## config.mk

```make
export PLATFORM = sky130hd
export DESIGN_NAME = humidity_temp_convert_mean_filter
export DESIGN_NICKNAME = d
export VERILOG_FILES = /design/src/hw/rtl/htcmf_pkg.sv /design/src/hw/rtl/htcmf_conv.sv /design/src/hw/rtl/htcmf_window.sv /design/src/hw/rtl/htcmf_div.sv /design/src/hw/rtl/humidity_temp_convert_mean_filter.sv
export VERILOG_INCLUDE_DIRS = /design/src /design/src/hw/rtl
export SDC_FILE = /design/constraint.sdc
export NUM_CORES = 1
export LEC_CHECK = 0
export BUFFER_PORTS_ARGS = -buffer_cell sky130_fd_sc_hd__buf_2
export CAP_MARGIN = 40
export CORE_MARGIN = 2
export CORE_UTILIZATION = 45
export CTS_CLUSTER_DIAMETER = 150
export DETAILED_ROUTE_END_ITERATION = 10
export HOLD_SLACK_MARGIN = 0.02
export PLACE_DENSITY = 0.7
export SLEW_MARGIN = 25
export SYNTH_ARGS = -nofsm -noshare
export SYNTH_HDL_FRONTEND = slang
export SYNTH_HIERARCHICAL = 1
export SYNTH_SLANG_ARGS = --single-unit
```

## constraint.sdc

```tcl
create_clock -name clk -period 13.4 [get_ports clk]
set_clock_uncertainty 0.2 [all_clocks]
set_input_delay 1.34 -clock clk [delete_from_list [all_inputs] [get_ports clk]]
set_output_delay 1.34 -clock clk [all_outputs]
set_load 0.01 [all_outputs]
```

## src/hw/rtl/humidity_temp_convert_mean_filter_macros.svh

```systemverilog
// ----------------------------------------------------------------------------
// Assertion macros for the humidity and temperature mean filter
// Concurrent assertion wrappers that compile away under NO_ASSERTIONS.
// ----------------------------------------------------------------------------
`ifndef HUMIDITY_TEMP_CONVERT_MEAN_FILTER_MACROS_SVH
`define HUMIDITY_TEMP_CONVERT_MEAN_FILTER_MACROS_SVH

`ifndef NO_ASSERTIONS
// Checked property, disabled while reset is high.
`define HTCMF_ASSERT(name, prop, msg) \
  name: assert property (@(posedge clk) disable iff (rst) prop) else $error(msg);
// Checked property, also evaluated during reset.
`define HTCMF_ASSERT_ALWAYS(name, prop, msg) \
  name: assert property (@(posedge clk) prop) else $error(msg);
`else
`define HTCMF_ASSERT(name, prop, msg)
`define HTCMF_ASSERT_ALWAYS(name, prop, msg)
`endif

`endif

```

## src/hw/rtl/htcmf_pkg.sv

```systemverilog
// ----------------------------------------------------------------------------
// htcmf_pkg
// Shared types and constants of the humidity and temperature mean filter.
// ----------------------------------------------------------------------------
`timescale 1ns / 1ps

package htcmf_pkg;

  localparam int RAW_W       = 16;
  localparam int VAL_W       = 15;
  localparam int SCALE_W     = 15;
  localparam int PROD_W      = RAW_W + SCALE_W;
  localparam int SAMPLES_W   = 4;
  localparam int IN_W        = 2 * RAW_W;
  localparam int OUT_W       = 40;
  localparam int DEFAULT_WINDOW_LEN = 10;

  localparam logic [SCALE_W-1:0] TEMP_SCALE  = 15'd17572;
  localparam logic [SCALE_W-1:0] HUM_SCALE   = 15'd12500;
  localparam logic [VAL_W:0]     TEMP_OFFSET = 16'd4685;
  localparam logic [VAL_W:0]     HUM_OFFSET  = 16'd600;
  localparam logic [RAW_W:0]     HUM_DIV     = 17'd65535;

  typedef enum logic [3:0] {
    S_IDLE,
    S_MUL_T,
    S_MUL_H,
    S_CAP_H,
    S_UPDATE,
    S_DIV_T_GO,
    S_DIV_T,
    S_DIV_H_GO,
    S_DIV_H,
    S_OUT
  } state_t;

  typedef struct packed {
    logic load;
    logic mul;
    logic sel_hum;
    logic cap_temp;
    logic cap_hum;
  } conv_ctl_t;

  typedef struct packed {
    logic rd;
    logic upd;
  } win_ctl_t;

endpackage

```

## src/hw/rtl/htcmf_conv.sv

```systemverilog
// ----------------------------------------------------------------------------
// htcmf_conv
// Raw code to centi-unit conversion around one shared constant multiplier.
// ----------------------------------------------------------------------------
`timescale 1ns / 1ps

module htcmf_conv (
  input  logic                                  clk,
  input  htcmf_pkg::conv_ctl_t                  ctl,
  input  logic        [htcmf_pkg::RAW_W-1:0]    raw_temp,
  input  logic        [htcmf_pkg::RAW_W-1:0]    raw_humidity,
  output logic signed [htcmf_pkg::VAL_W-1:0]    temp_val,
  output logic signed [htcmf_pkg::VAL_W-1:0]    hum_val
);

  logic [htcmf_pkg::RAW_W-1:0]   raw_t;
  logic [htcmf_pkg::RAW_W-1:0]   raw_h;
  logic [htcmf_pkg::RAW_W-1:0]   mul_a;
  logic [htcmf_pkg::SCALE_W-1:0] mul_b;
  logic [htcmf_pkg::PROD_W-1:0]  prod;
  logic [htcmf_pkg::PROD_W-1:0]  mul_out;
  logic [htcmf_pkg::VAL_W-1:0]   q_est;
  logic [htcmf_pkg::RAW_W:0]     rem;
  logic [htcmf_pkg::VAL_W:0]     hum_q;
  logic [htcmf_pkg::VAL_W:0]     temp_calc;
  logic [htcmf_pkg::VAL_W:0]     hum_calc;

  assign mul_a   = ctl.sel_hum ? raw_h : raw_t;
  assign mul_b   = ctl.sel_hum ? htcmf_pkg::HUM_SCALE : htcmf_pkg::TEMP_SCALE;
  assign mul_out = {{htcmf_pkg::SCALE_W{1'b0}}, mul_a} * {{htcmf_pkg::RAW_W{1'b0}}, mul_b};

  // Temperature divides by 65536: the upper product bits are the floor.
  assign temp_calc = {1'b0, prod[htcmf_pkg::PROD_W-1:htcmf_pkg::RAW_W]}
                     - htcmf_pkg::TEMP_OFFSET;

  // Humidity divides by 65535. p >> 16 undershoots by at most one, and the
  // remainder p - q*65535 = p[15:0] + q stays below twice the divisor.
  assign q_est    = prod[htcmf_pkg::PROD_W-1:htcmf_pkg::RAW_W];
  assign rem      = {1'b0, prod[htcmf_pkg::RAW_W-1:0]} + {2'b00, q_est};
  assign hum_q    = {1'b0, q_est} + {{htcmf_pkg::VAL_W{1'b0}}, (rem >= htcmf_pkg::HUM_DIV)};
  assign hum_calc = hum_q - htcmf_pkg::HUM_OFFSET;

  always_ff @(posedge clk) begin
    if (ctl.load) begin
      raw_t <= raw_temp;
      raw_h <= raw_humidity;
    end
    if (ctl.mul) begin
      prod <= mul_out;
    end
    if (ctl.cap_temp) begin
      temp_val <= temp_calc[htcmf_pkg::VAL_W-1:0];
    end
    if (ctl.cap_hum) begin
      hum_val <= hum_calc[htcmf_pkg::VAL_W-1:0];
    end
  end

endmodule

```

## src/hw/rtl/htcmf_window.sv

```systemverilog
// ----------------------------------------------------------------------------
// htcmf_window
// Sample ring memory with running sums and fill count.
// ----------------------------------------------------------------------------
`timescale 1ns / 1ps
`include "humidity_temp_convert_mean_filter_macros.svh"

module htcmf_window #(
  parameter int WINDOW_LEN = htcmf_pkg::DEFAULT_WINDOW_LEN,
  parameter int CNT_W      = $clog2(WINDOW_LEN + 1),
  parameter int SUM_W      = htcmf_pkg::VAL_W + $clog2(WINDOW_LEN)
) (
  input  logic                                 clk,
  input  logic                                 rst,
  input  htcmf_pkg::win_ctl_t                  ctl,
  input  logic signed [htcmf_pkg::VAL_W-1:0]   temp_val,
  input  logic signed [htcmf_pkg::VAL_W-1:0]   hum_val,
  output logic signed [SUM_W-1:0]              temp_sum,
  output logic signed [SUM_W-1:0]              hum_sum,
  output logic        [CNT_W-1:0]              fill_count
);

  localparam int IDX_W = (WINDOW_LEN > 1) ? $clog2(WINDOW_LEN) : 1;
  localparam int ENT_W = 2 * htcmf_pkg::VAL_W;

  logic [ENT_W-1:0] mem [WINDOW_LEN];
  logic [ENT_W-1:0] rd_data;
  logic [IDX_W-1:0] write_slot;
  logic [IDX_W-1:0] write_slot_next;
  logic             full;
  logic signed [htcmf_pkg::VAL_W-1:0] old_t;
  logic signed [htcmf_pkg::VAL_W-1:0] old_h;
  logic signed [SUM_W-1:0] temp_sum_next;
  logic signed [SUM_W-1:0] hum_sum_next;

  assign full = (fill_count == CNT_W'(WINDOW_LEN));
  assign write_slot_next = (write_slot == IDX_W'(WINDOW_LEN - 1)) ? '0 : write_slot + 1'b1;

  // The old entry only leaves the sum once the ring is full, so it was written.
  assign old_t = full ? rd_data[ENT_W-1:htcmf_pkg::VAL_W] : '0;
  assign old_h = full ? rd_data[htcmf_pkg::VAL_W-1:0] : '0;
  assign temp_sum_next = temp_sum - SUM_W'(old_t) + SUM_W'(temp_val);
  assign hum_sum_next  = hum_sum - SUM_W'(old_h) + SUM_W'(hum_val);

  always_ff @(posedge clk) begin
    if (ctl.upd) begin
      mem[write_slot] <= {temp_val, hum_val};
    end
    if (ctl.rd) begin
      rd_data <= mem[write_slot];
    end
  end

  always_ff @(posedge clk) begin
    if (rst) begin
      write_slot <= '0;
      fill_count <= '0;
      temp_sum   <= '0;
      hum_sum    <= '0;
    end else if (ctl.upd) begin
      write_slot <= write_slot_next;
      temp_sum   <= temp_sum_next;
      hum_sum    <= hum_sum_next;
      if (!full) begin
        fill_count <= fill_count + 1'b1;
      end
    end
  end

  `HTCMF_ASSERT(a_fill_bound, fill_count <= CNT_W'(WINDOW_LEN), "fill count beyond window")
  `HTCMF_ASSERT(a_slot_bound, write_slot <= IDX_W'(WINDOW_LEN - 1), "write slot beyond window")
  `HTCMF_ASSERT(a_fill_grow, ctl.upd && !full |=> fill_count == $past(fill_count) + 1'b1, "fill count did not grow")

endmodule

```

## src/hw/rtl/htcmf_div.sv

```systemverilog
// ----------------------------------------------------------------------------
// htcmf_div
// Bit-serial signed divider by a small unsigned count, truncating toward zero.
// ----------------------------------------------------------------------------
`timescale 1ns / 1ps

module htcmf_div #(
  parameter int SUM_W = htcmf_pkg::VAL_W + $clog2(htcmf_pkg::DEFAULT_WINDOW_LEN),
  parameter int CNT_W = $clog2(htcmf_pkg::DEFAULT_WINDOW_LEN + 1)
) (
  input  logic                    clk,
  input  logic                    rst,
  input  logic                    start,
  input  logic signed [SUM_W-1:0] dividend,
  input  logic        [CNT_W-1:0] divisor,
  output logic                    busy,
  output logic                    done,
  output logic signed [SUM_W-1:0] quotient
);

  localparam int STEP_W = $clog2(SUM_W + 1);

  logic [SUM_W-1:0]  quot;
  logic [CNT_W-1:0]  rem;
  logic [CNT_W-1:0]  dsr;
  logic [STEP_W-1:0] step;
  logic              neg;
  logic [CNT_W:0]    trial;
  logic              fits;
  logic [CNT_W:0]    diff;

  assign trial = {rem, quot[SUM_W-1]};
  assign fits  = (trial >= {1'b0, dsr});
  assign diff  = trial - {1'b0, dsr};
  assign quotient = neg ? -quot : quot;

  always_ff @(posedge clk) begin
    if (start) begin
      quot <= (dividend < 0) ? -dividend : dividend;
      rem  <= '0;
      dsr  <= divisor;
      neg  <= (dividend < 0);
      step <= '0;
    end else if (busy) begin
      quot <= {quot[SUM_W-2:0], fits};
      rem  <= fits ? diff[CNT_W-1:0] : trial[CNT_W-1:0];
      step <= step + 1'b1;
    end
  end

  always_ff @(posedge clk) begin
    if (rst) begin
      busy <= 1'b0;
      done <= 1'b0;
    end else begin
      done <= 1'b0;
      if (start) begin
        busy <= 1'b1;
      end else if (busy && step == STEP_W'(SUM_W - 1)) begin
        busy <= 1'b0;
        done <= 1'b1;
      end
    end
  end

endmodule

```

## src/hw/rtl/humidity_temp_convert_mean_filter.sv

```systemverilog
// ----------------------------------------------------------------------------
// humidity_temp_convert_mean_filter
// Converts raw temperature and humidity codes and averages them over a window.
// ----------------------------------------------------------------------------
// One input item carries a raw temperature and a raw humidity code. The block
// converts them to hundredths of a degree and of %RH, stores them in a ring of
// WINDOW_LEN samples and returns one item with the mean of the held samples
// (truncated toward zero) and the number of samples it covers.
// The bit-serial divider runs once for each mean, one quotient bit per cycle;
// the conversion multiplier is shared and used twice per item.
// s_axis_tready is high only while the sequencer is idle; one item is in work
// at a time. The output register holds a finished item while the next input
// is converted; if the receiver still stalls when the next mean is ready, the
// sequencer waits and input stays blocked.
// Reset clears the ring count, the write slot, the sums and the output valid;
// the first means cover one sample, growing to WINDOW_LEN.
// ----------------------------------------------------------------------------
`timescale 1ns / 1ps
`include "humidity_temp_convert_mean_filter_macros.svh"

module humidity_temp_convert_mean_filter #(
  parameter int WINDOW_LEN = htcmf_pkg::DEFAULT_WINDOW_LEN
) (
  input  logic                          clk,
  input  logic                          rst,
  input  logic                          s_axis_tvalid,
  output logic                          s_axis_tready,
  // raw_temp [15:0], raw_humidity [31:16]
  input  logic [htcmf_pkg::IN_W-1:0]    s_axis_tdata,
  output logic                          m_axis_tvalid,
  input  logic                          m_axis_tready,
  // mean_temp_centi [14:0], mean_humidity_centi [29:15], samples_used [33:30]
  output logic [htcmf_pkg::OUT_W-1:0]   m_axis_tdata
);

  localparam int CNT_W = $clog2(WINDOW_LEN + 1);
  localparam int SUM_W = htcmf_pkg::VAL_W + $clog2(WINDOW_LEN);
  localparam int PAD_W = htcmf_pkg::OUT_W - 2 * htcmf_pkg::VAL_W - htcmf_pkg::SAMPLES_W;

  htcmf_pkg::state_t    state;
  htcmf_pkg::state_t    state_next;
  htcmf_pkg::conv_ctl_t conv_ctl;
  htcmf_pkg::win_ctl_t  win_ctl;

  logic signed [htcmf_pkg::VAL_W-1:0] temp_val;
  logic signed [htcmf_pkg::VAL_W-1:0] hum_val;
  logic signed [SUM_W-1:0]            temp_sum;
  logic signed [SUM_W-1:0]            hum_sum;
  logic        [CNT_W-1:0]            fill_count;
  logic                               div_start;
  logic                               div_sel_hum;
  logic                               div_busy;
  logic                               div_done;
  logic signed [SUM_W-1:0]            div_quot;
  logic                               cap_mean_t;
  logic                               load_out;
  logic signed [htcmf_pkg::VAL_W-1:0] mean_t;
  logic signed [htcmf_pkg::VAL_W-1:0] out_mean_t;
  logic signed [htcmf_pkg::VAL_W-1:0] out_mean_h;
  logic [htcmf_pkg::SAMPLES_W-1:0]    out_samples;
  logic                               in_accept;

  assign in_accept = s_axis_tvalid && s_axis_tready;

  htcmf_conv u_conv (
    .clk          (clk),
    .ctl          (conv_ctl),
    .raw_temp     (s_axis_tdata[htcmf_pkg::RAW_W-1:0]),
    .raw_humidity (s_axis_tdata[htcmf_pkg::IN_W-1:htcmf_pkg::RAW_W]),
    .temp_val     (temp_val),
    .hum_val      (hum_val)
  );

  htcmf_window #(
    .WINDOW_LEN (WINDOW_LEN),
    .CNT_W      (CNT_W),
    .SUM_W      (SUM_W)
  ) u_window (
    .clk        (clk),
    .rst        (rst),
    .ctl        (win_ctl),
    .temp_val   (temp_val),
    .hum_val    (hum_val),
    .temp_sum   (temp_sum),
    .hum_sum    (hum_sum),
    .fill_count (fill_count)
  );

  htcmf_div #(
    .SUM_W (SUM_W),
    .CNT_W (CNT_W)
  ) u_div (
    .clk      (clk),
    .rst      (rst),
    .start    (div_start),
    .dividend (div_sel_hum ? hum_sum : temp_sum),
    .divisor  (fill_count),
    .busy     (div_busy),
    .done     (div_done),
    .quotient (div_quot)
  );

  always_ff @(posedge clk) begin
    if (rst) begin
      state <= htcmf_pkg::S_IDLE;
    end else begin
      state <= state_next;
    end
  end

  always_comb begin
    state_next = state;
    unique case (state)
      htcmf_pkg::S_IDLE: begin
        if (in_accept) begin
          state_next = htcmf_pkg::S_MUL_T;
        end
      end
      htcmf_pkg::S_MUL_T:    state_next = htcmf_pkg::S_MUL_H;
      htcmf_pkg::S_MUL_H:    state_next = htcmf_pkg::S_CAP_H;
      htcmf_pkg::S_CAP_H:    state_next = htcmf_pkg::S_UPDATE;
      htcmf_pkg::S_UPDATE:   state_next = htcmf_pkg::S_DIV_T_GO;
      htcmf_pkg::S_DIV_T_GO: state_next = htcmf_pkg::S_DIV_T;
      htcmf_pkg::S_DIV_T: begin
        if (div_done) begin
          state_next = htcmf_pkg::S_DIV_H_GO;
        end
      end
      htcmf_pkg::S_DIV_H_GO: state_next = htcmf_pkg::S_DIV_H;
      htcmf_pkg::S_DIV_H: begin
        if (div_done) begin
          state_next = htcmf_pkg::S_OUT;
        end
      end
      htcmf_pkg::S_OUT: begin
        if (!m_axis_tvalid || m_axis_tready) begin
          state_next = htcmf_pkg::S_IDLE;
        end
      end
      default: state_next = htcmf_pkg::S_IDLE;
    endcase
  end

  always_comb begin
    s_axis_tready = 1'b0;
    conv_ctl      = '0;
    win_ctl       = '0;
    div_start     = 1'b0;
    div_sel_hum   = 1'b0;
    cap_mean_t    = 1'b0;
    load_out      = 1'b0;
    unique case (state)
      htcmf_pkg::S_IDLE: begin
        s_axis_tready = 1'b1;
        conv_ctl.load = in_accept;
      end
      htcmf_pkg::S_MUL_T: begin
        conv_ctl.mul = 1'b1;
        win_ctl.rd   = 1'b1;
      end
      htcmf_pkg::S_MUL_H: begin
        conv_ctl.mul      = 1'b1;
        conv_ctl.sel_hum  = 1'b1;
        conv_ctl.cap_temp = 1'b1;
      end
      htcmf_pkg::S_CAP_H: begin
        conv_ctl.cap_hum = 1'b1;
      end
      htcmf_pkg::S_UPDATE: begin
        win_ctl.upd = 1'b1;
      end
      htcmf_pkg::S_DIV_T_GO: begin
        div_start = 1'b1;
      end
      htcmf_pkg::S_DIV_T: begin
        cap_mean_t = div_done;
      end
      htcmf_pkg::S_DIV_H_GO: begin
        div_start   = 1'b1;
        div_sel_hum = 1'b1;
      end
      htcmf_pkg::S_DIV_H: begin
        div_sel_hum = 1'b1;
      end
      htcmf_pkg::S_OUT: begin
        load_out = !m_axis_tvalid || m_axis_tready;
      end
      default: begin
        s_axis_tready = 1'b0;
      end
    endcase
  end

  // The humidity quotient stays valid in the divider until the next start.
  always_ff @(posedge clk) begin
    if (cap_mean_t) begin
      mean_t <= div_quot[htcmf_pkg::VAL_W-1:0];
    end
    if (load_out) begin
      out_mean_t  <= mean_t;
      out_mean_h  <= div_quot[htcmf_pkg::VAL_W-1:0];
      out_samples <= htcmf_pkg::SAMPLES_W'(fill_count);
    end
  end

  always_ff @(posedge clk) begin
    if (rst) begin
      m_axis_tvalid <= 1'b0;
    end else if (load_out) begin
      m_axis_tvalid <= 1'b1;
    end else if (m_axis_tready) begin
      m_axis_tvalid <= 1'b0;
    end
  end

  assign m_axis_tdata = {{PAD_W{1'b0}}, out_samples, out_mean_h, out_mean_t};

  `HTCMF_ASSERT(a_busy_blocks_input, div_busy |-> !s_axis_tready, "input taken while dividing")
  `HTCMF_ASSERT(a_out_no_overwrite, load_out |-> !m_axis_tvalid || m_axis_tready, "output overwritten")

endmodule
```

# Yosys cells after proc, flatten, opt, wreduce, memory -nomap -nowiden
# Memory sizes are Yosys's and may differ from the RTL's. A register that Yosys moved wholly into a read port is not among the register bits.
# Cells that the tools add are included.
# word_totals
register_bits	228
ram_bits	300
output_inout_bits	42
wordCells	106
n_memories	1
# classes
addsub	14
multipliers	1
order_cmp	3
n_eq_ne	16
mux	34
n_bitwise	1
n_reduce_logical	14
# mem_list
memory	depth	word_bits	rd	rd_clocked_by_memory_dff	wr	line	rtl
u_window.mem	10	30	1	1	1	htcmf_window.sv:26	logic [ENT_W-1:0] mem [WINDOW_LEN];
# ops
cell	count
$mux 19	4
$mux 15	4
$pmux 4 s10	1
$add 19x15->19	2
$sub 19x15->19	2
$mul 16x15->31	1
$mux 4	6
$lt 19x1->1 const B	1
$neg 19->19	1
$add 16x15->17	1
$ge 17x16->1 const B	1
$mux 1	17
$eq 4x3->1 const B	4
$eq 4x4->1 const B	4
$mux 16	1
$add 15x1->15	1
$neg 15->15	1
$sub 15x10->15 const B	1
$sub 15x13->15 const B	1
$add 4x1->4 const B	2
$eq 4x2->1 const B	2
$reduce_or 2->1	4
$reduce_bool 2->1	3
$add 5x1->5 const B	1
other kinds (14)	17

# Logic depth before layout (Yosys ltp)
# Gate-level depths: netlist of the first run.
# depth
depth_word	7
ltp_mapped	24
depth_no_buf	22

# Cells and area by module
# Netlist of the first run, hierarchy kept.
# by_module_without_submodules
mod	n_inst	cells_each	area_each_um2	seq_area_each_um2
htcmf_window	1	1214	17471.8	10830.4
htcmf_conv	1	792	8573.2	2732.6
htcmf_div	1	258	2382.3	940.9
humidity_temp_convert_mean_filter	1	124	2240.9	1571.5

# Worst setup path after synthesis of the first run
# OpenSTA, ideal clock, no wires.
# synth_timing
path_kind	reg2reg
startpoint	register state[1]
endpoint	register u_conv/prod[29] in the netlist's numbering (data pin)
setup_time_ns	0.258
arrival_time_ns	7.810
slack_ns	5.132
path_stages_with_launch	25
path_buffers	2
synth_period_minus_slack_ns	8.268
path_cell_list	dfxtp_1 > buf_2 > nor4b_1 > clkbuf_1 > nand2b_1 > nand2_1 > ha_1 > inv_1 > fa_1 > inv_1 > fa_1 > inv_1 > fa_1 > inv_1 > fa_1 > ha_1 > ha_1 > a21o_1 > a221oi_1 > o41ai_1 > o32ai_2 > o21ai_0 > o21a_1 > a31oi_1 > xnor2_1
# synth_via
elab_chain_len	4
elab_cells_between_ends	5
cone_classes	mul (1); eq/ne (1); mux (3)
# synth_rtl
item	line	rtl
start: declaration	humidity_temp_convert_mean_filter.sv:40	htcmf_pkg::state_t state;
start signal: assignment	humidity_temp_convert_mean_filter.sv:105	state <= htcmf_pkg::S_IDLE;
start signal: assignment	humidity_temp_convert_mean_filter.sv:107	state <= state_next;
$eq 4x2->1 (*)	humidity_temp_convert_mean_filter.sv:152	unique case (state)
$mux 2 (*)	humidity_temp_convert_mean_filter.sv:152	
$mux 16 or $mux 15 (tied branches)	htcmf_conv.sv:28, htcmf_conv.sv:29	
$mul 16x15->31 (*)	htcmf_conv.sv:30	assign mul_out = {{htcmf_pkg::SCALE_W{1'b0}}, mul_a} * {{htcmf_pkg::RAW_W{1'b0}}, mul_b};
named net u_conv.mul_out (one bit)	htcmf_conv.sv:21	logic [htcmf_pkg::PROD_W-1:0] mul_out;
end signal: assignment	htcmf_conv.sv:49	prod <= mul_out;
end: declaration	htcmf_conv.sv:20	logic [htcmf_pkg::PROD_W-1:0] prod;
# The timed path passes the listed nets; every way through them passes the cells marked *.
# A chain may end at the register's enable or synchronous reset.

# Worst setup path in the final report of the first run
# Same ends and word-level chain as after synthesis.

==> metrics, run 1 <==
delay of the slowest cell on the worst path=0.71 ns; maximum number of pins on one net before global-route repair=74; final design instance area without fill=33900 sq um; Peak supply drop=237 uV; number of gates given a new drive strength after cts=0; cell leakage power=13.2 nW; DIE HEIGHT=265 um; Initial Utilization=0.455; arrival time of data at the critical path endpoint=7.76 ns; weighted congestion reported at the end of routability-driven placement=0.897; number of inserted filler cells in the final layout=5729; clock tree buffer depth=3; GRT Residual Overflow=0; area inside the core boundary=67300 sq um; Req. time, crit path=13.57 ns; number of warnings reported in the yosys synthesis log=6; transition at the pin with the smallest max-transition slack=0.796 ns; antenna violations before repair=0; final hold slack=0.218 ns; critical path class=flop to flop; worst hold-check path type=flop to flop; count of clock tree sinks=556; antenna diode count=0; die area=70100 sq um; mean number of vias per cell=5.45; overall global routing resource usage=0.181; number of detailed-routing iterations run before antenna repair=5; post-route clock period utilization=0.566; initial DRC count=1235; vias=18300; Worst-path clk slew=0.06 ns; synthesized netlist cell count=2379; Rows=95; Max-Slew Margin vs Limit=0.469; via count of the first global-routing pass=19100; post-detailed-route count of antenna-violating nets=0; Worst setup EP type=flop; CTS buffer count=57; post-synthesis instance area=30600 sq um; routed wire length=62.6 mm; boundary pin count=78; Post-CTS Setup Bufs=0; area grow syn2layout=10.7%; DPL Wire Length=44.3 mm; count of endpoints failing setup in the final report=0; Final Core Density=0.504; sum of negative setup slack=0 ns; unrepaired setup endpoints after global routing=no; kind of launch point of the worst setup path=flop; global-route wire length before repair=102 mm; critical-path maximum fanout=73; Root Buffer=sky130_fd_sc_hd__clkbuf_16; port buffer count=71; residual DRC count=0; slowest cell on the critical path=sky130_fd_sc_hd__dfxtp_1; Bufs and invs on worst path=5; power per unit of standard cell area=196 nW/um^2; Avg Synthesized Cell Area=12.9 sq um; count of final hold-check violations=0; Post-CTS Hold Fix Bufs=0; fraction of final layout cells sized beyond drive strength 1=0.133; final period demand of the worst path=7.59 ns; dpl cell area=31900 sq um; CTS H-tree lvls=2; clock tree from TritonCTS=yes; status=finished clean; final routed wire length divided by cell count=18.6 um; width of the die=265 um; CP delay by family, top=adder cells; number of pins exceeding their max-slew limit in the final report=0; max_cap viols=0; Clk Latency, worst-skew pair=0.63 ns; final net count=2776; peak clock frequency supported by timing=132 MHz; Power Total=6.65 mW; crit path cell chain=nor4b_2, buf_4, nand2b_1, nand2_1, ha_1, inv_1, fa_1, inv_1, fa_1, inv_1, fa_1, inv_1, fa_1, ha_1, ha_1, a21o_1, a221oi_1, o41ai_1, o32ai_2, o21ai_0, o21a_1, a31oi_1, xnor2_1
==> worst paths after layout <==
| kind | from | endpoint | slack (ns) | cells past startpoint |
|---|---|---|---|---|
| setup / recovery | state[1] | u_conv/prod[29] | 5.81 | 23 |
| hold / removal | mean_t[2] | out_mean_t[2] | 0.22 | 0 |
| setup reg to reg | state[1] | u_conv/prod[29] | 5.81 | 23 |
| hold reg to reg | mean_t[2] | out_mean_t[2] | 0.22 | 0 |
==> sequential cells by signal, summed over array words and instances (netlist names) <==
| register | count |
|---|---|
| m_axis_tvalid | 1 |
| mean_t | 15 |
| out_mean_h | 15 |
| out_mean_t | 15 |
| out_samples | 4 |
| state | 4 |
| u_conv/hum_val | 15 |
| u_conv/prod | 29 |
| u_conv/raw_h | 16 |
| u_conv/raw_t | 16 |
| u_conv/temp_val | 15 |
| u_div/busy | 1 |
| u_div/done | 1 |
| u_div/dsr | 4 |
| u_div/neg | 1 |
| u_div/quot | 19 |
| u_div/rem | 4 |
| u_div/step | 5 |
| u_window/fill_count | 4 |
| u_window/hum_sum | 19 |
| u_window/mem | 300 |
| u_window/rd_data | 30 |
| u_window/temp_sum | 19 |
| u_window/write_slot | 4 |
==> cell type report <==
class                           instances  area [sq um]  share of cell area
Sequential cell                       556         16100               0.475
Multi-Input combinational cell       1430         13000               0.385
Clock buffer                           64          1470              0.0435
Inverter                              293          1100              0.0325
Tap cell                              873          1090              0.0322
Timing Repair Buffer                  101           641              0.0189
Clock inverter                         42           453              0.0134
==> report_power, final <==
group          total, mW  internal [mW]  switching, mW
sequential          2.29           2.15          0.139
clock               1.62          0.949          0.675
combinational       2.74           1.19           1.55
==> layout by cell type (no fill, tap or decap), types with 23 or more instances in the layout <==
cell type / count
sky130_fd_sc_hd__a21o_1: 35
sky130_fd_sc_hd__xor2_1: 44
sky130_fd_sc_hd__buf_4: 24
sky130_fd_sc_hd__clkbuf_16: 58
sky130_fd_sc_hd__mux4_2: 60
sky130_fd_sc_hd__xnor2_1: 65
sky130_fd_sc_hd__buf_2: 71
sky130_fd_sc_hd__inv_1: 292
sky130_fd_sc_hd__and2_1: 40
sky130_fd_sc_hd__ha_1: 195
sky130_fd_sc_hd__nor2b_1: 46
sky130_fd_sc_hd__edfxtp_1: 494
sky130_fd_sc_hd__o21ai_0: 38
sky130_fd_sc_hd__nand2_1: 117
sky130_fd_sc_hd__a211oi_1: 44
sky130_fd_sc_hd__nor2_1: 100
sky130_fd_sc_hd__dfxtp_1: 58
sky130_fd_sc_hd__nand2b_1: 23
sky130_fd_sc_hd__a21oi_1: 115
sky130_fd_sc_hd__fa_1: 106
sky130_fd_sc_hd__mux2i_1: 47
sky130_fd_sc_hd__and3_1: 25
sky130_fd_sc_hd__nor3_1: 28
==> worst register-to-register path, cell delays in order, from the launching register on <==
cell and delay (ns):
sky130_fd_sc_hd__dfxtp_1 0.71, sky130_fd_sc_hd__nor4b_2 0.32, sky130_fd_sc_hd__buf_4 0.58, sky130_fd_sc_hd__nand2b_1 0.34
sky130_fd_sc_hd__nand2_1 0.11, sky130_fd_sc_hd__ha_1 0.29, sky130_fd_sc_hd__inv_1 0.05, sky130_fd_sc_hd__fa_1 0.49
sky130_fd_sc_hd__inv_1 0.05, sky130_fd_sc_hd__fa_1 0.53, sky130_fd_sc_hd__inv_1 0.05, sky130_fd_sc_hd__fa_1 0.53
sky130_fd_sc_hd__inv_1 0.06, sky130_fd_sc_hd__fa_1 0.49, sky130_fd_sc_hd__ha_1 0.31, sky130_fd_sc_hd__ha_1 0.37
sky130_fd_sc_hd__a21o_1 0.19, sky130_fd_sc_hd__a221oi_1 0.35, sky130_fd_sc_hd__o41ai_1 0.19, sky130_fd_sc_hd__o32ai_2 0.43
sky130_fd_sc_hd__o21ai_0 0.20, sky130_fd_sc_hd__o21a_1 0.21, sky130_fd_sc_hd__a31oi_1 0.19, sky130_fd_sc_hd__xnor2_1 0.08
==> routing by layer <==
layer / wire (um) / global-route usage / part of all wire
met5: 0 / 0 / 0
met4: 1730 / 0.0586 / 0.028
met3: 2510 / 0.0262 / 0.040
met2: 31900 / 0.328 / 0.51
met1: 26500 / 0.223 / 0.42
==> through the flow <==
stage,cells,setup slack [ns]
2_1_floorplan,2390,5.13
3_3_place_gp,3247,6.18
3_5_place_dp,3250,5.91
4_1_cts,3356,5.85
5_1_grt,3359,5.37
6_report,3359,5.81
No activity file was read; power rests on OpenSTA's default activity.
==> run 2: changes to the inputs <==
--- a/config.mk
+++ b/config.mk
@@ -13,7 +13,7 @@
 export CTS_CLUSTER_DIAMETER = 150
 export DETAILED_ROUTE_END_ITERATION = 10
 export HOLD_SLACK_MARGIN = 0.02
-export PLACE_DENSITY = 0.7
+export PLACE_DENSITY = 0.72
 export SLEW_MARGIN = 25
 export SYNTH_ARGS = -nofsm -noshare
 export SYNTH_HDL_FRONTEND = slang
==> constraint.sdc (replaced) <==
create_clock -name clk -period 6.1 [get_ports clk]
set_clock_uncertainty 0.2 [all_clocks]
set_input_delay 0.61 -clock clk [delete_from_list [all_inputs] [get_ports clk]]
set_output_delay 0.61 -clock clk [all_outputs]
set_load 0.01 [all_outputs]
==> metrics, run 2 (synthesized netlist as in run 1, its figures left out) <==
status=finished with violations; violated checks=setup timing; antenna violations before repair=0 (unchanged); transition at the pin with the smallest max-transition slack=0.792 ns (-0.00441 ns); Req. time, crit path=6.27 ns (-7.30 ns); number of inserted filler cells in the final layout=5596 (-2.3%); worst hold-check path type=input port to flop; post-detailed-route count of antenna-violating nets=0 (unchanged); register bank with the most flops=u_window/mem; met3 wirelength from detailed routing=3.00 mm (+19%); Placed Cells incl. Taps=3276 (+0.80%); count of endpoints failing setup in the final report=1 (+1); kind of launch point of the worst setup path=flop; DPL Wire Length=44.9 mm (+1.5%); initial DRC count=1252 (+1.4%); final period demand of the worst path=6.16 ns (-1.43 ns); cell leakage power=13.6 nW (+2.5%); vias=18600 (+1.8%); final routed wire length divided by cell count=18.6 um (-0.12%); mean number of vias per cell=5.44 (-0.17%); area inside the core boundary=67300 sq um (unchanged); Min-Delay Path Depth=3 (+3); routed wire length=63.8 mm (+1.8%); GRT Residual Overflow=0 (unchanged); Peak supply drop=623 uV (+160%); uppermost metal layer occupied by signal nets=met4; Worst setup EP type=flop; sum of negative setup slack=-0.0582 ns (-0.0582 ns); arrival time of data at the critical path endpoint=6.33 ns (-1.43 ns); via count of the first global-routing pass=19300 (+1.3%); Worst-path clk slew=0.06 ns (about the same); DIE HEIGHT=265 um (unchanged); global-route wire length before repair=103 mm (+0.90%); wire length on met1=26.7 mm (+0.59%); CTS buffer count=57 (unchanged); antenna diode count=0 (unchanged); setup slack of the critical path after layout=-0.0582 ns (-5.87 ns); Register-to-Register Path Depth=20 (-13%); fraction of final layout cells sized beyond drive strength 1=0.162 (+0.0292); routed length on met2=32.4 mm (+1.7%); area grow syn2layout=14.3%; final net count=2840 (+2.3%); die area=70100 sq um (unchanged); number of pins exceeding their max-slew limit in the final report=0 (unchanged); number of detailed-routing iterations run before antenna repair=5 (unchanged); max_cap viols=0 (unchanged); power per unit of standard cell area=456 nW/um^2 (+130%); Largest register FFs=300 (unchanged); width of the die=265 um (unchanged); Rows=95 (unchanged); HP Start=m_axis_tready; reg-to-reg slack, setup=-0.06 ns (-5.87 ns); final hold slack=0.0907 ns (-0.127 ns); count of clock tree sinks=556 (unchanged); most common library cell in the layout ignoring fill and taps=sky130_fd_sc_hd__edfxtp_1; residual DRC count=0 (unchanged); Clk Latency, worst-skew pair=0.65 ns (+0.02 ns); critical path class=flop to flop; critical-path maximum fanout=10 (-86%); dpl cell area=32600 sq um (+2.0%); CTS H-tree lvls=2 (unchanged); overall global routing resource usage=0.183 (+0.00120); Final Core Density=0.520 (+0.0163); unrepaired setup endpoints after global routing=yes; maximum number of pins on one net before global-route repair=67 (-9.5%); worst-case hold path end point=m_axis_tvalid; Critical R2R Launch=state[3]; peak clock frequency supported by timing=162 MHz (+23%); Initial Utilization=0.455 (unchanged); count of final hold-check violations=0 (unchanged); port buffer count=71 (unchanged); final design instance area without fill=35000 sq um (+3.2%); boundary pin count=78 (unchanged); Power Total=15.9 mW (+140%); largest registers=u_window/mem: 300 flops, u_window/rd_data: 30 flops, u_conv/prod: 29 flops; clock tree from TritonCTS=yes; post-route clock period utilization=1.01 (+0.443); clock tree buffer depth=3 (unchanged); weighted congestion reported at the end of routability-driven placement=0.884 (-1.5%); final non-filler cell total=3424 (+1.9%); worst setup slack after placement=0.135 ns (-5.77 ns); Worst setup startpoint=state[3]; most frequent cells in the layout=494 x sky130_fd_sc_hd__edfxtp_1, 289 x sky130_fd_sc_hd__inv_1, 177 x sky130_fd_sc_hd__ha_1, 113 x sky130_fd_sc_hd__a21oi_1, 106 x sky130_fd_sc_hd__nand2_1; Max-Slew Margin vs Limit=0.472 (+0.00294); Root Buffer=sky130_fd_sc_hd__clkbuf_16; worst reg2reg endpoint=u_conv/prod[28]
==> run 2: cell count changes in the layout (fill, tap and decap cells not counted), sizes merged <==
cell,previous run,this run
clkbuf,64,71
bufinv,8,4
clkinvlp,6,9
dlygate4sd3,0,32
clkinv,25,20
buf,101,131
inv,296,298
==> run 2: cell type report <==
type                       instances  area [sq um]  area share
clock buffer                      69          1520      0.0435
clock inverter                    38           378      0.0108
timing repair buffer             165          1330      0.0381
inverter                         293          1100      0.0314
multi-input combinational       1430         13500       0.385
tap                              873          1090      0.0312
sequential                       556         16100       0.460
==> run 2: worst max path at each step <==
stage / to / cells after the start
final: u_conv/prod[28] / 20
after global placement: u_conv/prod[28] / 21
after CTS: u_conv/prod[29] / 21
after detailed placement: u_conv/prod[29] / 21
after floorplan: u_conv/prod[29] / 24
after global routing: u_conv/prod[29] / 24
==> run 2: per-layer routing <==
| layer | track usage | vias to the layer above |
|---|---|---|
| met1 | 0.229 | 9270 |
| met4 | 0.0527 | 0 |
| li1 | - | 8806 |
| met2 | 0.327 | 458 |
| met3 | 0.0269 | 97 |
| met5 | 0 | - |
==> run 2: critical path, cell delays in order, from the launching register on <==
cell,delay [ns]
sky130_fd_sc_hd__dfxtp_4,0.35
sky130_fd_sc_hd__nor4b_4,0.29
sky130_fd_sc_hd__buf_6,0.16
sky130_fd_sc_hd__buf_12,0.11
sky130_fd_sc_hd__clkbuf_16,0.15
sky130_fd_sc_hd__nand2b_4,0.15
sky130_fd_sc_hd__nand2_4,0.06
sky130_fd_sc_hd__fa_1,0.56
sky130_fd_sc_hd__fa_1,0.45
sky130_fd_sc_hd__fa_1,0.51
sky130_fd_sc_hd__fa_1,0.52
sky130_fd_sc_hd__ha_4,0.30
sky130_fd_sc_hd__ha_4,0.20
sky130_fd_sc_hd__a21o_4,0.23
sky130_fd_sc_hd__a221oi_4,0.33
sky130_fd_sc_hd__o211ai_2,0.14
sky130_fd_sc_hd__a211o_2,0.35
sky130_fd_sc_hd__a2111oi_4,0.35
sky130_fd_sc_hd__o21bai_1,0.11
sky130_fd_sc_hd__a21oi_1,0.22
sky130_fd_sc_hd__xnor2_1,0.13
==> run 2: what timing repair did <==
action / CTS / global route
setup buffers: 0 / 6
hold buffers: 32 / 0
gates resized for setup: 0 / 14
endpoints found under the hold margin: 32 / 0
endpoints found under the setup margin: 0 / 9
==> run 2: report_power, final <==
| part | internal (mW) | switching [mW] |
|---|---|---|
| logic | 3.49 | 3.94 |
| clock network | 1.97 | 1.52 |
| registers | 4.72 | 0.293 |
| total | 10.2 | 5.76 |
==> run 3: changes to the inputs <==
--- a/config.mk
+++ b/config.mk
@@ -14,8 +14,8 @@
 export DETAILED_ROUTE_END_ITERATION = 10
 export HOLD_SLACK_MARGIN = 0.02
 export PLACE_DENSITY = 0.72
+export RECOVER_POWER = 50
 export SLEW_MARGIN = 25
 export SYNTH_ARGS = -nofsm -noshare
 export SYNTH_HDL_FRONTEND = slang
-export SYNTH_HIERARCHICAL = 1
 export SYNTH_SLANG_ARGS = --single-unit
==> metrics, run 3 <==
Register-to-Register Path Depth=20 (unchanged); Largest register FFs=300 (unchanged); power per unit of standard cell area=450 nW/um^2 (-1.2%); final period demand of the worst path=5.96 ns (-0.194 ns); GRT Residual Overflow=0 (unchanged); overall global routing resource usage=0.186 (+0.00312); unrepaired setup endpoints after global routing=yes; flop and latch count out of synthesis=556; critical-path maximum fanout=5 (-5); critical path class=flop to flop; distinct cell type count after synthesis=86; Initial Utilization=0.457 (+0.00230); fraction of final layout cells sized beyond drive strength 1=0.143 (-0.0193); largest registers=u_window.mem: 300 flops, u_window.rd_data: 30 flops, u_conv.prod: 29 flops; mean number of vias per cell=5.40 (-0.79%); status=finished clean; most common library cell in the layout ignoring fill and taps=sky130_fd_sc_hd__edfxtp_1; antenna diode count=0 (unchanged); commonest register cell after synthesis=sky130_fd_sc_hd__edfxtp_1; weighted congestion reported at the end of routability-driven placement=0.923 (+4.4%); synthesized netlist cell count=2377 (-0.084%); proportion of register bits with asynchronous set or reset after synthesis=0; area inside the core boundary=66100 sq um (-1.8%); sum of negative setup slack=0 ns (+0.0582 ns); initial DRC count=1117 (-11%); worst-case hold path end point=m_axis_tvalid; count of endpoints failing setup in the final report=0 (-1); DPL Wire Length=45.5 mm (+1.3%); Max-Slew Margin vs Limit=0.489 (+0.0167); reg-to-reg slack, setup=0.14 ns (+0.19 ns); Critical R2R Launch=state[0]; Synth area leader=sky130_fd_sc_hd__edfxtp_1; width of the die=263 um (-0.62%); DIE HEIGHT=263 um (-0.62%); routed wire length=64.8 mm (+1.5%); Min-Delay Path Depth=3 (unchanged); Avg Synthesized Cell Area=12.7 sq um (-1.2%); die area=69200 sq um (-1.2%); transition at the pin with the smallest max-transition slack=0.767 ns (-0.0250 ns); cell leakage power=13.4 nW (-0.78%); CTS buffer count=58 (+1.8%); worst reg2reg endpoint=u_conv.prod[28]; port buffer count=71 (unchanged); Root Buffer=sky130_fd_sc_hd__clkbuf_16; sequential share of the synthesized area=0.532; clock tree from TritonCTS=yes; worst hold-check path type=input port to flop; final net count=2866 (+0.92%); CTS H-tree lvls=2 (unchanged); global-route wire length before repair=102 mm (-0.33%); final routed wire length divided by cell count=18.8 um (+1.1%); Rows=94 (-1.1%); kind of launch point of the worst setup path=flop; worst setup slack after placement=-0.144 ns (-0.278 ns); Power Total=15.5 mW (-2.5%); boundary pin count=78 (unchanged); register bank with the most flops=u_window.mem; number of inserted filler cells in the final layout=5493 (-1.8%); post-detailed-route count of antenna-violating nets=0 (unchanged); Post-synth EDFFs=494; Req. time, crit path=6.25 ns (-0.02 ns); residual DRC count=0 (unchanged); vias=18600 (-0.39%); peak clock frequency supported by timing=168 MHz (+3.2%); Peak supply drop=580 uV (-7.0%); Worst setup EP type=flop; post-synthesis instance area=30200 sq um (-1.3%); post-route clock period utilization=0.978 (-0.0317); maximum number of pins on one net before global-route repair=72 (+7.5%); Worst-path clk slew=0.06 ns (about the same); most frequent cell after synthesis=sky130_fd_sc_hd__edfxtp_1; antenna violations before repair=0 (unchanged); area fraction of the dominant cell type after synthesis=0.491; via count of the first global-routing pass=19300 (-0.45%); Clk Latency, worst-skew pair=0.62 ns (-0.03 ns); Synth area leaders=sky130_fd_sc_hd__edfxtp_1 49%, sky130_fd_sc_hd__ha_1 8.0%, sky130_fd_sc_hd__fa_1 7.5%; count of clock tree sinks=556 (unchanged); number of warnings reported in the yosys synthesis log=0 (-6); most frequent cells in the layout=494 x sky130_fd_sc_hd__edfxtp_1, 303 x sky130_fd_sc_hd__inv_1, 189 x sky130_fd_sc_hd__ha_1, 148 x sky130_fd_sc_hd__nand2_1, 121 x sky130_fd_sc_hd__a21oi_1; clock tree buffer depth=3 (unchanged); area grow syn2layout=14.2%; cell types with the highest counts after synthesis=494 x sky130_fd_sc_hd__edfxtp_1, 305 x sky130_fd_sc_hd__inv_1, 192 x sky130_fd_sc_hd__ha_1; number of pins exceeding their max-slew limit in the final report=0 (unchanged); number of detailed-routing iterations run before antenna repair=5 (unchanged); count of final hold-check violations=0 (unchanged); setup slack of the critical path after layout=0.135 ns (+0.194 ns); final hold slack=0.133 ns (+0.0423 ns); HP Start=m_axis_tready; arrival time of data at the critical path endpoint=6.11 ns (-0.22 ns); max_cap viols=0 (unchanged)
-- run 3: timing repair --
action | 4_1_cts | 5_1_grt
endpoints found under the setup margin | 6 | 10
endpoints found under the hold margin | 32 | 0
hold buffers | 32 | 0
buffers inserted | 0 | 6
cloned | 0 | 3
gates resized for setup | 3 | 31
pin swaps | 1 | 15
-- run 3: power by group --
group	switching, mW	internal [mW]
Combinational	3.85	3.15
Sequential	0.282	4.73
Clock	1.54	1.99
-- run 3: area by class of cell --
type / instances / area (sq um) / area share
flip-flops and latches: 556 / 16100 / 0.466
multi-input cells: 1436 / 12900 / 0.373
clock buffers: 64 / 1470 / 0.0427
repair buffers: 166 / 1390 / 0.0403
inverters: 307 / 1160 / 0.0336
well taps: 864 / 1080 / 0.0313
clock inverters: 45 / 443 / 0.0128
-- run 3: how the worst max path moves through the flow --
stage | cells past startpoint | slack, ns | to | start
after global routing | 20 | -0.04 | u_conv.prod[28] | state[0]
after CTS | 22 | 0.003 | u_conv.prod[25] | state[3]
final | 20 | 0.14 | u_conv.prod[28] | state[0]
after floorplan | 27 | 0.003 | u_conv.prod[28] | state[3]
after detailed placement | 20 | -0.14 | u_conv.prod[28] | state[3]
after global placement | 20 | 0.05 | u_conv.prod[28] | state[3]
-- run 3: cell families after synthesis --
family / share of synthesized area
other cells: 0.000249
flops: 0.532
compound gates: 0.0802
xor+xnor: 0.0351
simple gates: 0.0850
fa+ha+maj: 0.154
buf+inv: 0.0524
mux: 0.0605
-- run 3: stage by stage --
stage                      util  instances  instance area [sq um]
after detailed placement  0.483       3285                  31900
after floorplan               -       2396                  30300
after global placement    0.480       3275                  31700
after CTS                 0.517       3426                  34200
after global routing      0.522       3438                  34500
final                     0.522       3438                  34500
-- run 3: worst max-delay path, stage by stage, from the launching register on --
cell	delay (ns)
sky130_fd_sc_hd__dfxtp_1	0.34
sky130_fd_sc_hd__nor2_4	0.15
sky130_fd_sc_hd__nand3_4	0.23
sky130_fd_sc_hd__buf_12	0.23
sky130_fd_sc_hd__and2_1	0.18
sky130_fd_sc_hd__a21oi_2	0.17
sky130_fd_sc_hd__a21oi_2	0.10
sky130_fd_sc_hd__fa_1	0.53
sky130_fd_sc_hd__fa_1	0.46
sky130_fd_sc_hd__fa_1	0.53
sky130_fd_sc_hd__fa_1	0.49
sky130_fd_sc_hd__ha_1	0.30
sky130_fd_sc_hd__ha_1	0.21
sky130_fd_sc_hd__or3_4	0.40
sky130_fd_sc_hd__and2_1	0.19
sky130_fd_sc_hd__a221oi_2	0.26
sky130_fd_sc_hd__o21ai_2	0.11
sky130_fd_sc_hd__a21o_1	0.20
sky130_fd_sc_hd__a21oi_2	0.16
sky130_fd_sc_hd__o21bai_1	0.08
sky130_fd_sc_hd__xor2_1	0.15
-- run 3: layer usage --
| metal | vias up | track usage | wire length (um) |
|---|---|---|---|
| li1 | 8716 | - | - |
| met1 | 9275 | 0.228 | 26300 |
| met2 | 436 | 0.333 | 33300 |
| met3 | 132 | 0.0322 | 3060 |
| met4 | 0 | 0.0590 | 2060 |
| met5 | - | 0 | 0 |
